[config.mk]
export PLATFORM = sky130hd
export DESIGN_NAME = humidity_temperature_compensation
export DESIGN_NICKNAME = d
export VERILOG_FILES = /design/src/design/htc_pkg.sv /design/src/design/humidity_temperature_compensation.sv /design/src/design/htc_pipe_ctl.sv /design/src/design/htc_poly.sv /design/src/design/htc_round.sv
export VERILOG_INCLUDE_DIRS = /design/src /design/src/design
export SDC_FILE = /design/constraint.sdc
export NUM_CORES = 2
export LEC_CHECK = 0
export BUFFER_PORTS_ARGS = -buffer_cell sky130_fd_sc_hd__buf_2
export CAP_MARGIN = 20
export CORE_UTILIZATION = 35
export DETAILED_ROUTE_END_ITERATION = 8
export GPL_TIMING_DRIVEN = 0
export PLACE_DENSITY = 0.58
export SKIP_CTS_REPAIR_TIMING = 1
export SYNTH_ARGS = -nofsm -noshare
export SYNTH_HDL_FRONTEND = slang
export SYNTH_SLANG_ARGS = --single-unit
[constraint.sdc]
create_clock -name clk -period 17.82 [get_ports clk]
set_input_delay 1.782 -clock clk [delete_from_list [all_inputs] [get_ports clk]]
set_output_delay 1.782 -clock clk [all_outputs]
set_load 0.01 [all_outputs]
[src/design/humidity_temperature_compensation_defines.svh]
// Shared assertion macros for the humidity/temperature compensation block.
// Each macro expects clk and arst_n in scope.
`ifndef HUMIDITY_TEMPERATURE_COMPENSATION_DEFINES_SVH
`define HUMIDITY_TEMPERATURE_COMPENSATION_DEFINES_SVH

// Same-cycle implication, checked out of reset
`define HTC_ASSERT_NOW(label, pre, post, msg) \
	label: assert property (@(posedge clk) disable iff (!arst_n) (pre) |-> (post)) \
		else $error(msg);

// Next-cycle implication, checked out of reset
`define HTC_ASSERT_NEXT(label, pre, post, msg) \
	label: assert property (@(posedge clk) disable iff (!arst_n) (pre) |=> (post)) \
		else $error(msg);

`endif

[src/design/htc_pkg.sv]
`default_nettype none

package htc_pkg;

	// Pipeline depth: offset add, products, sum, classify, divide
	localparam int STAGES = 5;

	// Configuration
	localparam logic signed [13:0] OFFSET_RESET = -14'sd4400;

	// Temperature path
	localparam logic signed [17:0] TEMP_BIAS        = 18'sd2500;
	localparam logic signed [17:0] TEMP_HALF        = 18'sd50;
	localparam int                 TEMP_RECIP_SHIFT = 24;
	// ceil(2^24 / 100): exact quotient for dividends below 199728
	localparam logic [17:0]        TEMP_RECIP       = 18'd167773;
	localparam int                 TEMP_Q_W         = 10;

	// Humidity path, law scaled by 10^7
	localparam logic [19:0]        HUM_GAIN_BASE    = 20'd1000;
	localparam logic [18:0]        HUM_LIN          = 19'd405000;
	localparam logic [39:0]        HUM_BIAS         = 40'd40000000;
	localparam logic [39:0]        HUM_HALF         = 40'd5000000;
	localparam logic signed [39:0] HUM_FULL         = 40'sd1000000000;
	localparam int                 HUM_PRESHIFT     = 7;
	localparam int                 HUM_RECIP_SHIFT  = 40;
	// ceil(2^40 / 78125); 10^7 = 2^7 * 78125
	localparam logic [23:0]        HUM_RECIP        = 24'd14073749;
	localparam logic [6:0]         HUM_MAX          = 7'd100;

	// Result selection for one item
	typedef enum logic [1:0] {
		MODE_ZERO,
		MODE_RAW,
		MODE_CALC
	} mode_t;

	// Humidity range class after the law
	typedef enum logic [1:0] {
		HUM_LOW,
		HUM_MID,
		HUM_HIGH
	} hum_cls_t;

	typedef struct packed {
		logic [15:0] raw_temperature;
		logic [15:0] raw_humidity;
		logic        measure_error;
	} sample_t;

	typedef struct packed {
		logic signed [16:0] temperature_out;
		logic [15:0]        humidity_out;
	} result_t;

	// Per-stage load enables and valid bits
	typedef struct packed {
		logic [STAGES-1:0] en;
		logic [STAGES-1:0] v;
	} htc_ctl_t;

	// Front half output (stage 3)
	typedef struct packed {
		logic signed [39:0]    n;
		logic                  tpos;
		logic [TEMP_Q_W-1:0]   tq;
		logic [15:0]           raw_temperature;
		logic [15:0]           raw_humidity;
		mode_t                 mode;
	} poly_t;

endpackage

`default_nettype wire

[src/design/humidity_temperature_compensation.sv]
// Humidity / temperature compensation
//
// sample channel (sample_valid / sample_ready / sample): one raw reading per
// item: raw temperature word, raw humidity word, measurement error flag.
// result channel (result_valid / result_ready / result): whole degrees C and
// whole percent RH; raw words pass through when the error flag is set, and
// a zero humidity word gives zero for both.
// cfg_we / cfg_wdata: writes the signed temperature offset in 0.01 degree.
//
// The pipeline has five register stages. Throughput is one item per cycle
// while result_ready is high, set by the five-stage pipeline (offset add,
// multiplies, law sum, clamp, reciprocal divide).
// Reset empties the pipeline and loads an offset of -44.00 degrees.
// When result_ready is low the items hold in their stages; empty stages
// still fill, and sample_ready drops only once all five stages hold items.
`default_nettype none

module humidity_temperature_compensation (
	input  logic               clk,
	input  logic               arst_n,
	input  logic               sample_valid,
	output logic               sample_ready,
	input  htc_pkg::sample_t   sample,
	output logic               result_valid,
	input  logic               result_ready,
	output htc_pkg::result_t   result,
	input  logic               cfg_we,
	input  logic signed [13:0] cfg_wdata
);
	import htc_pkg::*;

	logic signed [13:0] offset_q;
	htc_ctl_t           ctl;
	poly_t              poly;

	// Temperature offset register
	always_ff @(posedge clk or negedge arst_n) begin
		if (!arst_n) begin
			offset_q <= OFFSET_RESET;
		end else if (cfg_we) begin
			offset_q <= cfg_wdata;
		end
	end

	htc_pipe_ctl u_ctl (
		.clk          (clk),
		.arst_n       (arst_n),
		.sample_valid (sample_valid),
		.result_ready (result_ready),
		.ctl          (ctl)
	);

	htc_poly u_poly (
		.clk    (clk),
		.ctl    (ctl),
		.sample (sample),
		.offset (offset_q),
		.poly   (poly)
	);

	htc_round u_round (
		.clk    (clk),
		.arst_n (arst_n),
		.ctl    (ctl),
		.poly   (poly),
		.result (result)
	);

	assign sample_ready = ctl.en[0];
	assign result_valid = ctl.v[STAGES-1];

endmodule

`default_nettype wire

[src/design/htc_pipe_ctl.sv]
`default_nettype none
`include "humidity_temperature_compensation_defines.svh"

module htc_pipe_ctl (
	input  logic             clk,
	input  logic             arst_n,
	input  logic             sample_valid,
	input  logic             result_ready,
	output htc_pkg::htc_ctl_t ctl
);
	import htc_pkg::*;

	logic [STAGES-1:0] v_q;
	logic [STAGES-1:0] en;

	// A stage loads when empty or when its item moves on
	always_comb begin
		en[STAGES-1] = !v_q[STAGES-1] || result_ready;
		for (int k = STAGES - 2; k >= 0; k--) begin
			en[k] = !v_q[k] || en[k+1];
		end
	end

	// Valid bits follow the items
	always_ff @(posedge clk or negedge arst_n) begin
		if (!arst_n) begin
			v_q <= '0;
		end else begin
			if (en[0]) begin
				v_q[0] <= sample_valid;
			end
			for (int k = 1; k < STAGES; k++) begin
				if (en[k]) begin
					v_q[k] <= v_q[k-1];
				end
			end
		end
	end

	assign ctl.en = en;
	assign ctl.v  = v_q;

	`HTC_ASSERT_NOW(a_ready_chain, result_ready, &en, "output ready must open every stage")
	`HTC_ASSERT_NEXT(a_hold_last, v_q[STAGES-1] && !result_ready, v_q[STAGES-1],
		"stalled result item was dropped")

endmodule

`default_nettype wire

[src/design/htc_poly.sv]
`default_nettype none

module htc_poly (
	input  logic               clk,
	input  htc_pkg::htc_ctl_t  ctl,
	input  htc_pkg::sample_t   sample,
	input  logic signed [13:0] offset,
	output htc_pkg::poly_t     poly
);
	import htc_pkg::*;

	// Stage 1: offset add, linear gain
	logic signed [17:0] tc_c, dt_c;
	logic [19:0]        gain_c;
	mode_t              mode_c;

	logic signed [17:0] tc_s1, dt_s1;
	logic [19:0]        gain_s1;
	logic [15:0]        rt_s1, rh_s1;
	mode_t              mode_s1;

	assign tc_c   = $signed({2'b00, sample.raw_temperature}) + 18'(offset);
	assign dt_c   = tc_c - TEMP_BIAS;
	assign gain_c = HUM_GAIN_BASE + {1'b0, sample.raw_humidity, 3'b000};

	// Zero humidity word wins over the error flag
	always_comb begin
		priority if (sample.raw_humidity == 16'd0) begin
			mode_c = MODE_ZERO;
		end else if (sample.measure_error) begin
			mode_c = MODE_RAW;
		end else begin
			mode_c = MODE_CALC;
		end
	end

	always_ff @(posedge clk) begin
		if (ctl.en[0]) begin
			tc_s1   <= tc_c;
			dt_s1   <= dt_c;
			gain_s1 <= gain_c;
			rt_s1   <= sample.raw_temperature;
			rh_s1   <= sample.raw_humidity;
			mode_s1 <= mode_c;
		end
	end

	// Stage 2: products, temperature magnitude
	logic signed [38:0] p1_c;
	logic [31:0]        sq_c;
	logic [34:0]        lin_c;
	logic               tpos_c;
	logic [16:0]        tmag_c;

	logic signed [38:0] p1_s2;
	logic [31:0]        sq_s2;
	logic [34:0]        lin_s2;
	logic               tpos_s2;
	logic [16:0]        tmag_s2;
	logic [15:0]        rt_s2, rh_s2;
	mode_t              mode_s2;

	assign p1_c   = 39'(dt_s1) * 39'($signed({1'b0, gain_s1}));
	assign sq_c   = 32'(rh_s1) * 32'(rh_s1);
	assign lin_c  = 35'(rh_s1) * 35'(HUM_LIN);
	assign tpos_c = tc_s1 > 18'sd0;
	assign tmag_c = tpos_c ? 17'(tc_s1 + TEMP_HALF) : 17'(-tc_s1);

	always_ff @(posedge clk) begin
		if (ctl.en[1]) begin
			p1_s2   <= p1_c;
			sq_s2   <= sq_c;
			lin_s2  <= lin_c;
			tpos_s2 <= tpos_c;
			tmag_s2 <= tmag_c;
			rt_s2   <= rt_s1;
			rh_s2   <= rh_s1;
			mode_s2 <= mode_s1;
		end
	end

	// Stage 3: law sum, temperature reciprocal multiply
	logic [39:0] n_c;
	logic [34:0] tprod_c;
	poly_t       poly_s3;

	// 28*s^2 = 32*s^2 - 4*s^2
	assign n_c = 40'(p1_s2) - 40'({sq_s2, 5'b00000}) + 40'({sq_s2, 2'b00})
		+ 40'(lin_s2) - HUM_BIAS;
	assign tprod_c = 35'(tmag_s2) * 35'(TEMP_RECIP);

	always_ff @(posedge clk) begin
		if (ctl.en[2]) begin
			poly_s3.n               <= $signed(n_c);
			poly_s3.tpos            <= tpos_s2;
			poly_s3.tq              <= tprod_c[TEMP_RECIP_SHIFT +: TEMP_Q_W];
			poly_s3.raw_temperature <= rt_s2;
			poly_s3.raw_humidity    <= rh_s2;
			poly_s3.mode            <= mode_s2;
		end
	end

	assign poly = poly_s3;

endmodule

`default_nettype wire

[src/design/htc_round.sv]
`default_nettype none
`include "humidity_temperature_compensation_defines.svh"

module htc_round (
	input  logic              clk,
	input  logic              arst_n,
	input  htc_pkg::htc_ctl_t ctl,
	input  htc_pkg::poly_t    poly,
	output htc_pkg::result_t  result
);
	import htc_pkg::*;

	// Stage 4: clamp class, round bias, signed temperature
	logic [39:0]        m_c;
	hum_cls_t           hcls_c;
	logic signed [16:0] tval_c;

	hum_cls_t           hcls_s4;
	logic [22:0]        x_s4;
	logic signed [16:0] tval_s4;
	logic [15:0]        rt_s4, rh_s4;
	mode_t              mode_s4;

	assign m_c = $unsigned(poly.n) + HUM_HALF;

	always_comb begin
		priority if (poly.n[39] || poly.n == 40'sd0) begin
			hcls_c = HUM_LOW;
		end else if (poly.n >= HUM_FULL) begin
			hcls_c = HUM_HIGH;
		end else begin
			hcls_c = HUM_MID;
		end
	end

	assign tval_c = poly.tpos ? $signed({7'd0, poly.tq}) : -$signed({7'd0, poly.tq});

	always_ff @(posedge clk) begin
		if (ctl.en[3]) begin
			hcls_s4 <= hcls_c;
			x_s4    <= m_c[HUM_PRESHIFT +: 23];
			tval_s4 <= tval_c;
			rt_s4   <= poly.raw_temperature;
			rh_s4   <= poly.raw_humidity;
			mode_s4 <= poly.mode;
		end
	end

	// Stage 5: divide by 78125 via reciprocal, final select
	logic [46:0] hprod_c;
	logic [6:0]  hq_c;
	logic [6:0]  hum_c;
	result_t     res_c;
	result_t     res_s5;

	assign hprod_c = 47'(x_s4) * 47'(HUM_RECIP);
	assign hq_c    = hprod_c[HUM_RECIP_SHIFT +: 7];

	always_comb begin
		unique case (hcls_s4)
			HUM_LOW:  hum_c = 7'd0;
			HUM_MID:  hum_c = hq_c;
			HUM_HIGH: hum_c = HUM_MAX;
			default:  hum_c = 7'd0;
		endcase
	end

	always_comb begin
		unique case (mode_s4)
			MODE_ZERO: begin
				res_c.temperature_out = '0;
				res_c.humidity_out    = '0;
			end
			MODE_RAW: begin
				res_c.temperature_out = $signed({1'b0, rt_s4});
				res_c.humidity_out    = rh_s4;
			end
			MODE_CALC: begin
				res_c.temperature_out = tval_s4;
				res_c.humidity_out    = 16'(hum_c);
			end
			default: begin
				res_c.temperature_out = '0;
				res_c.humidity_out    = '0;
			end
		endcase
	end

	always_ff @(posedge clk) begin
		if (ctl.en[4]) begin
			res_s5 <= res_c;
		end
	end

	assign result = res_s5;

	`HTC_ASSERT_NEXT(a_hum_range, ctl.en[4] && ctl.v[3] && mode_s4 == MODE_CALC,
		res_s5.humidity_out <= 16'(HUM_MAX), "computed humidity above 100")
	`HTC_ASSERT_NEXT(a_temp_range, ctl.en[4] && ctl.v[3] && mode_s4 == MODE_CALC,
		res_s5.temperature_out >= -17'sd82 && res_s5.temperature_out <= 17'sd737,
		"computed temperature out of range")

endmodule

`default_nettype wire
Yosys cells after proc, flatten, opt, wreduce, memory -nomap -nowiden
Index checks and enable logic that the tools add are counted.
{ "word_totals": {"output_inout_bits": 35, "ff_bits": 458, "elab_cells": 76} }
{ "classes": {"order_cmp": 2, "n_mul": 5, "muxes": 6, "n_addsub": 11, "reduce_logical": 13, "n_eq_ne": 4} }
{ "ops": {"columns": ["cell", "n"], "rows": [
  ["33-bit case mux with 2 select lines", 1],
  ["23-bit by 24-bit multiplier with 47-bit output (second input constant)", 1],
  ["40-bit by 34-bit adder with 40-bit output", 1],
  ["40-bit by 35-bit adder with 40-bit output", 1],
  ["40-bit by 31-bit greater-or-equal comparator with 1-bit output (second input constant)", 1],
  ["40-bit logical NOT", 1],
  ["39-bit by 38-bit subtractor with 40-bit output", 1],
  ["40-bit by 26-bit subtractor with 40-bit output (second input constant)", 1],
  ["18-bit by 21-bit multiplier with 39-bit output", 1],
  ["17-bit by 18-bit multiplier with 34-bit output (second input constant)", 1],
  ["16-bit by 16-bit multiplier with 32-bit output", 1],
  ["16-bit by 16-bit multiplier with 32-bit output (second input constant)", 1],
  ["30-bit by 23-bit adder with 30-bit output (second input constant)", 1],
  ["10-bit by 19-bit adder with 20-bit output (first input constant)", 1],
  ["17-bit by 14-bit adder with 18-bit output", 1],
  ["18-bit by 1-bit > comparator with 1-bit output (second input constant)", 1],
  ["18-bit by 13-bit subtractor with 18-bit output (second input constant)", 1],
  ["17-bit by 7-bit adder with 17-bit output (second input constant)", 1],
  ["17-bit two-way mux", 1],
  ["10-bit negation with 17-bit output", 1],
  ["17-bit negation", 1],
  ["16-bit logical NOT", 1],
  ["7-bit case mux with 2 select lines", 1],
  ["10-bit two-way mux", 1],
  ["other kinds (5)", 17]
]} }

Longest topological paths before layout
{ "logic_depth": {"depth_word": 6, "depth_mapped": 26, "depth_no_buf": 25} }

Cells and area by module
From an unflattened synthesis, not the netlist that was laid out.
{ "hier_totals": {"cells_unflattened": 5213, "hier_area_um2": 56332.8} }
{ "by_module_without_submodules": {"columns": ["mod", "instances", "area_each_um2", "cells_per_inst"], "rows": [
  ["htc_poly", 1, 41477.3, 3928],
  ["htc_round", 1, 14119.8, 1239],
  ["humidity_temperature_compensation", 1, 528.0, 29],
  ["htc_pipe_ctl", 1, 207.7, 17]
]} }

Worst setup path after synthesis
OpenSTA, ideal clock, no wires.
{ "synth_path": {"path_kind": "input to output", "from": "input port result_ready", "to": "output port sample_ready", "path_slack_ns": 7.793, "arrival_time_ns": 8.245, "stages": 4, "cell_sequence": "nor2b_1 -> nand4_1 -> inv_1 -> nand2_1"} }
{ "synth_rtl": {"columns": ["item", "line", "text"], "rows": [
  ["start: declaration", "humidity_temperature_compensation.sv:25", "input logic result_ready,"],
  ["end: declaration", "humidity_temperature_compensation.sv:22", "output logic sample_ready,"]
]} }

Worst setup path in the final report
{ "layout_path": {"from": "register u_poly.rh_s1[8]", "to": "register u_poly.sq_s2[27], data pin"} }
{ "layout_between": {"elab_chain_len": 1} }
{ "layout_rtl": {"columns": ["item", "line", "text"], "rows": [
  ["start: declaration", "htc_poly.sv:19", "logic [15:0] rt_s1, rh_s1;"],
  ["start signal: assignment", "htc_poly.sv:43", "rh_s1 <= sample.raw_humidity;"],
  ["16-bit by 16-bit multiplier with 32-bit output", "htc_poly.sv:64", "assign sq_c = 32'(rh_s1) * 32'(rh_s1);"],
  ["via u_poly.sq_c[27]", "htc_poly.sv:50", "logic [31:0] sq_c;"],
  ["end signal: assignment", "htc_poly.sv:72", "sq_s2 <= sq_c;"],
  ["end: declaration", "htc_poly.sv:56", "logic [31:0] sq_s2;"]
]} }
The timed path passes the listed nets, and every way through them passes these cells.
A chain may end at the register's enable or synchronous reset.

==> metrics.log <==
INFO  metric outcome = finished clean
INFO  metric cts_root_buf = sky130_fd_sc_hd__clkbuf_16
INFO  metric yosysUniqueCellTypes = 86
INFO  metric core-area = ~160000 sq um
INFO  metric floorplan.io_pins = 87
INFO  metric numClockSinks = 439
INFO  metric die_width = 402.4 um
INFO  metric cp-start-kind = flip-flop
INFO  metric grt_pass1_vias = roughly 39000
INFO  metric yosys.area_share.adder = 49.16%
INFO  metric synthSimpleGateAreaFrac = around 8.1%
INFO  metric end_kind = flip-flop
INFO  metric fmax = between 100 and 150 MHz
INFO  metric die-area = around 160000 sq um
INFO  metric class_of_the_worst_hold_path = flip-flop to flip-flop
INFO  metric routedWlPerCell = 18.04 um
INFO  metric synth-xor-area-share = 3.387%
INFO  metric post_syn_area = roughly 56000 sq um
INFO  metric drt_drc_violations_left = 0
INFO  metric clock_tree_from_tritoncts = built
INFO  metric postSynth.topFlopCell = sky130_fd_sc_hd__edfxtp_1
INFO  metric layout-area-overhead-vs-synth = 8.755%
INFO  metric floorplan.die.height = just over 400 um
INFO  metric rr_startpoint = u_poly.rh_s1[8]$_DFFE_PP_
INFO  metric clk_buf_depth = 3
INFO  metric worst-endpoint-required = approximately 18000 ps
INFO  metric cts-buffers-inserted = 45
INFO  metric yosys_warnings = 0
INFO  metric dr.pass1.iters = 7
INFO  metric critPathKind = flip-flop to flip-flop
INFO  metric synth.most_common_cell = sky130_fd_sc_hd__inv_1
INFO  metric fp-row-count = about 150
INFO  metric finalCritPeriodShare = between 40% and 50%
INFO  metric pre_cts_ws = about 9400 ps
INFO  metric pin_count_of_the_biggest_net_entering_global_routing = 63
INFO  metric synth-compound-area-share = 6.279%
INFO  metric hp-start = u_poly.rt_s2[6]$_DFFE_PP_
INFO  metric syn_area_per_cell = around 11 sq um
INFO  metric max_cap_violations = 0
INFO  metric crit_fanout = 12
INFO  metric rrSetupSlack = around 9300 ps
INFO  metric tightestPinTransition = between 1000 and 1500 ps
INFO  metric reg_to_reg_end = u_poly.sq_s2[27]$_DFFE_PP_
INFO  metric gp_congestion = 0.9393
INFO  metric total_detailed_routing_wirelength = about 130000 um
INFO  metric clk-insertion-delay-late = 610 ps
INFO  metric postSynthCellCount = between 5000 and 6000
INFO  metric route.antenna.remaining_nets = 0
INFO  metric rsz_0062_raised_after_global_routing = false
INFO  metric worst-endpoint-arrival = approximately 9000 ps
INFO  metric initial_utilization = between 30% and 40%
INFO  metric worst_setup_hold_path_clk_slew = ~70 ps
INFO  metric grt.overflow.total = 0
INFO  metric syn-num-nets = just under 7000
INFO  metric drt-vias-per-instance = around 4.9
INFO  metric timing_hold_violations_final = 0
INFO  metric synth-edff-count = between 400 and 500
INFO  metric detailedRoute.firstIterationViolations = about 2000
INFO  metric synth_top_family_by_area = adder cells
INFO  metric max_slew_margin = a little over a quarter
INFO  metric postLayoutSetupSlackWorst = roughly 9300 ps
INFO  metric min_period = between 8000 and 9000 ps
INFO  metric seq_total_area_yosys = 23.34%
INFO  metric whs_path_depth = 0
INFO  metric io_buffer_count = 85
INFO  metric global_route.usage.total = between 10% and 20%
INFO  metric finalMaxSlewViolations = 0
INFO  metric cell_depth_of_the_worst_flop_to_flop_path = 23
INFO  metric number_of_nets_at_the_end_of_the_flow = slightly above 7000
INFO  metric setup_viol = 0
INFO  metric synth.top_cells.by_area = sky130_fd_sc_hd__fa_1 31%, sky130_fd_sc_hd__edfxtp_1 22%, sky130_fd_sc_hd__ha_1 18%
INFO  metric synth_area_leader_cell = sky130_fd_sc_hd__fa_1
INFO  metric antenna_found_initial = 7
INFO  metric final_layout_size_suffix_gt1_share = under 10%
INFO  metric synthArstFlopShare = under 10%
INFO  metric yosysTopAreaCellShare = between 30% and 40%
INFO  metric yosys_register_bits = roughly 440
INFO  metric post_synth_mux_area_share = 0.3902%
INFO  metric setup-tns-final = 0 ps
INFO  metric synth.cells.most_frequent = 1297 x sky130_fd_sc_hd__inv_1, 861 x sky130_fd_sc_hd__fa_1, 827 x sky130_fd_sc_hd__ha_1
INFO  metric dp.final_hpwl = between 100000 and 150000 um
INFO  metric hold_end = u_poly.poly[24]$_DFFE_PP_
INFO  metric vias = 36316
INFO  metric ctsHtreeMaxLevel = 2
INFO  metric grt_pass1_wl = around 210000 um
INFO  metric timing.clock.skew = 29.08 ps
[through the flow]
step / hold slack [ps] / cells / utilization [%] / area (sq um)
after floorplan: 400.3 / 5219 / - / 56110
final: 411.3 / 7477 / 38.44 / 61020
after CTS: 414.5 / 7474 / 38.43 / 61010
after detailed placement: 404.5 / 7390 / 37.42 / 59410
after global routing: 414.2 / 7476 / 38.44 / 61020
after global placement: 401.3 / 7376 / 37.25 / 59130
[critical path, cell delays in order (launching register included)]
cell,delay (ps)
sky130_fd_sc_hd__edfxtp_1,1060
sky130_fd_sc_hd__clkinv_1,1010
sky130_fd_sc_hd__nor2_1,470
sky130_fd_sc_hd__fa_1,480
sky130_fd_sc_hd__inv_1,80
sky130_fd_sc_hd__fa_1,430
sky130_fd_sc_hd__fa_1,530
sky130_fd_sc_hd__inv_1,60
sky130_fd_sc_hd__fa_1,530
sky130_fd_sc_hd__inv_1,50
sky130_fd_sc_hd__fa_1,450
sky130_fd_sc_hd__fa_1,490
sky130_fd_sc_hd__inv_1,40
sky130_fd_sc_hd__ha_1,250
sky130_fd_sc_hd__clkbuf_1,180
sky130_fd_sc_hd__a21o_1,210
sky130_fd_sc_hd__a21o_1,160
sky130_fd_sc_hd__a21oi_1,120
sky130_fd_sc_hd__o21ai_1,150
sky130_fd_sc_hd__a21boi_0,590
sky130_fd_sc_hd__a211oi_1,260
sky130_fd_sc_hd__a211o_1,320
sky130_fd_sc_hd__a21oi_1,200
sky130_fd_sc_hd__xnor2_1,120
[cells by family (layout without fill, tap and decap cells)]
family / after synthesis / in the layout
adder cells (fa/ha/maj): 1688 / 1688
XOR/XNOR: 217 / 217
multiplexers: 20 / 20
flip-flops: 439 / 439
AND/OR/NAND/NOR: 929 / 929
buffers and inverters: 1388 / 1573
other: 0 / 1
AO/OA/AOI/OAI: 538 / 538
[placed cells by master (no fill, tap or decap), drive strengths merged, types with 10 or more instances in the layout]
cell and n:
a211o 12, a211oi 25, a21boi 10, a21o 65, a21oi 155, a22o 18
a31oi 25, and2 126, and3 24, buf 102, clkbuf 138, clkinv 22
dfrtp 12, edfxtp 420, fa 861, ha 827, inv 1301, mux2 15
nand2 346, nand2b 39, nand3 51, nand4 20, nor2 160, nor2b 31
nor3 45, nor3b 11, nor4 19, o21a 23, o21ai 95, o21bai 25
o31ai 13, or2 16, xnor2 140, xor2 77
[registers in the layout, indices dropped and copies added (netlist names), 18 cells and up]
register        count
u_poly.poly        82
u_round.result     33
u_poly.p1_s2       36
u_round.x_s4       23
u_poly.sq_s2       30
u_poly.lin_s2      26
u_poly.dt_s1       18
[metal layers]
metal / share of wire, % / track usage [%]
met1: 46 / 24.22
met4: 2.2 / 3.636
met3: 5.2 / 2.193
met5: 0.020 / 0
met2: 46 / 27.95
[worst max-delay path by stage]
stage | slack (ps) | to | start | depth (start not counted)
6_report | 9290 | u_poly.sq_s2[27]$_DFFE_PP_ | u_poly.rh_s1[8]$_DFFE_PP_ | 23
5_1_grt | 9100 | u_poly.sq_s2[27]$_DFFE_PP_ | u_poly.rh_s1[8]$_DFFE_PP_ | 23
4_1_cts | 9390 | u_poly.sq_s2[27]$_DFFE_PP_ | u_poly.rh_s1[8]$_DFFE_PP_ | 23
3_5_place_dp | 9410 | u_poly.sq_s2[27]$_DFFE_PP_ | u_poly.rh_s1[8]$_DFFE_PP_ | 23
3_3_place_gp | 3730 | sample_ready | result_ready | 6
2_1_floorplan | 7790 | sample_ready | result_ready | 4
[layout make-up]
type	count	area, sq um
Antenna cell	1	2.502
Multi-Input combinational cell	3392	37830
Inverter	1304	4895
Fill cell	15583	97720
Tap cell	2072	2592
Buffer	84	320.3
Timing Repair Buffer	101	688.2
Clock inverter	29	387.9
Sequential cell	439	13100
Clock buffer	55	1214
Power is not shown: default switching activity piles up to over one toggle a cycle in this logic, so the estimate is an artifact.
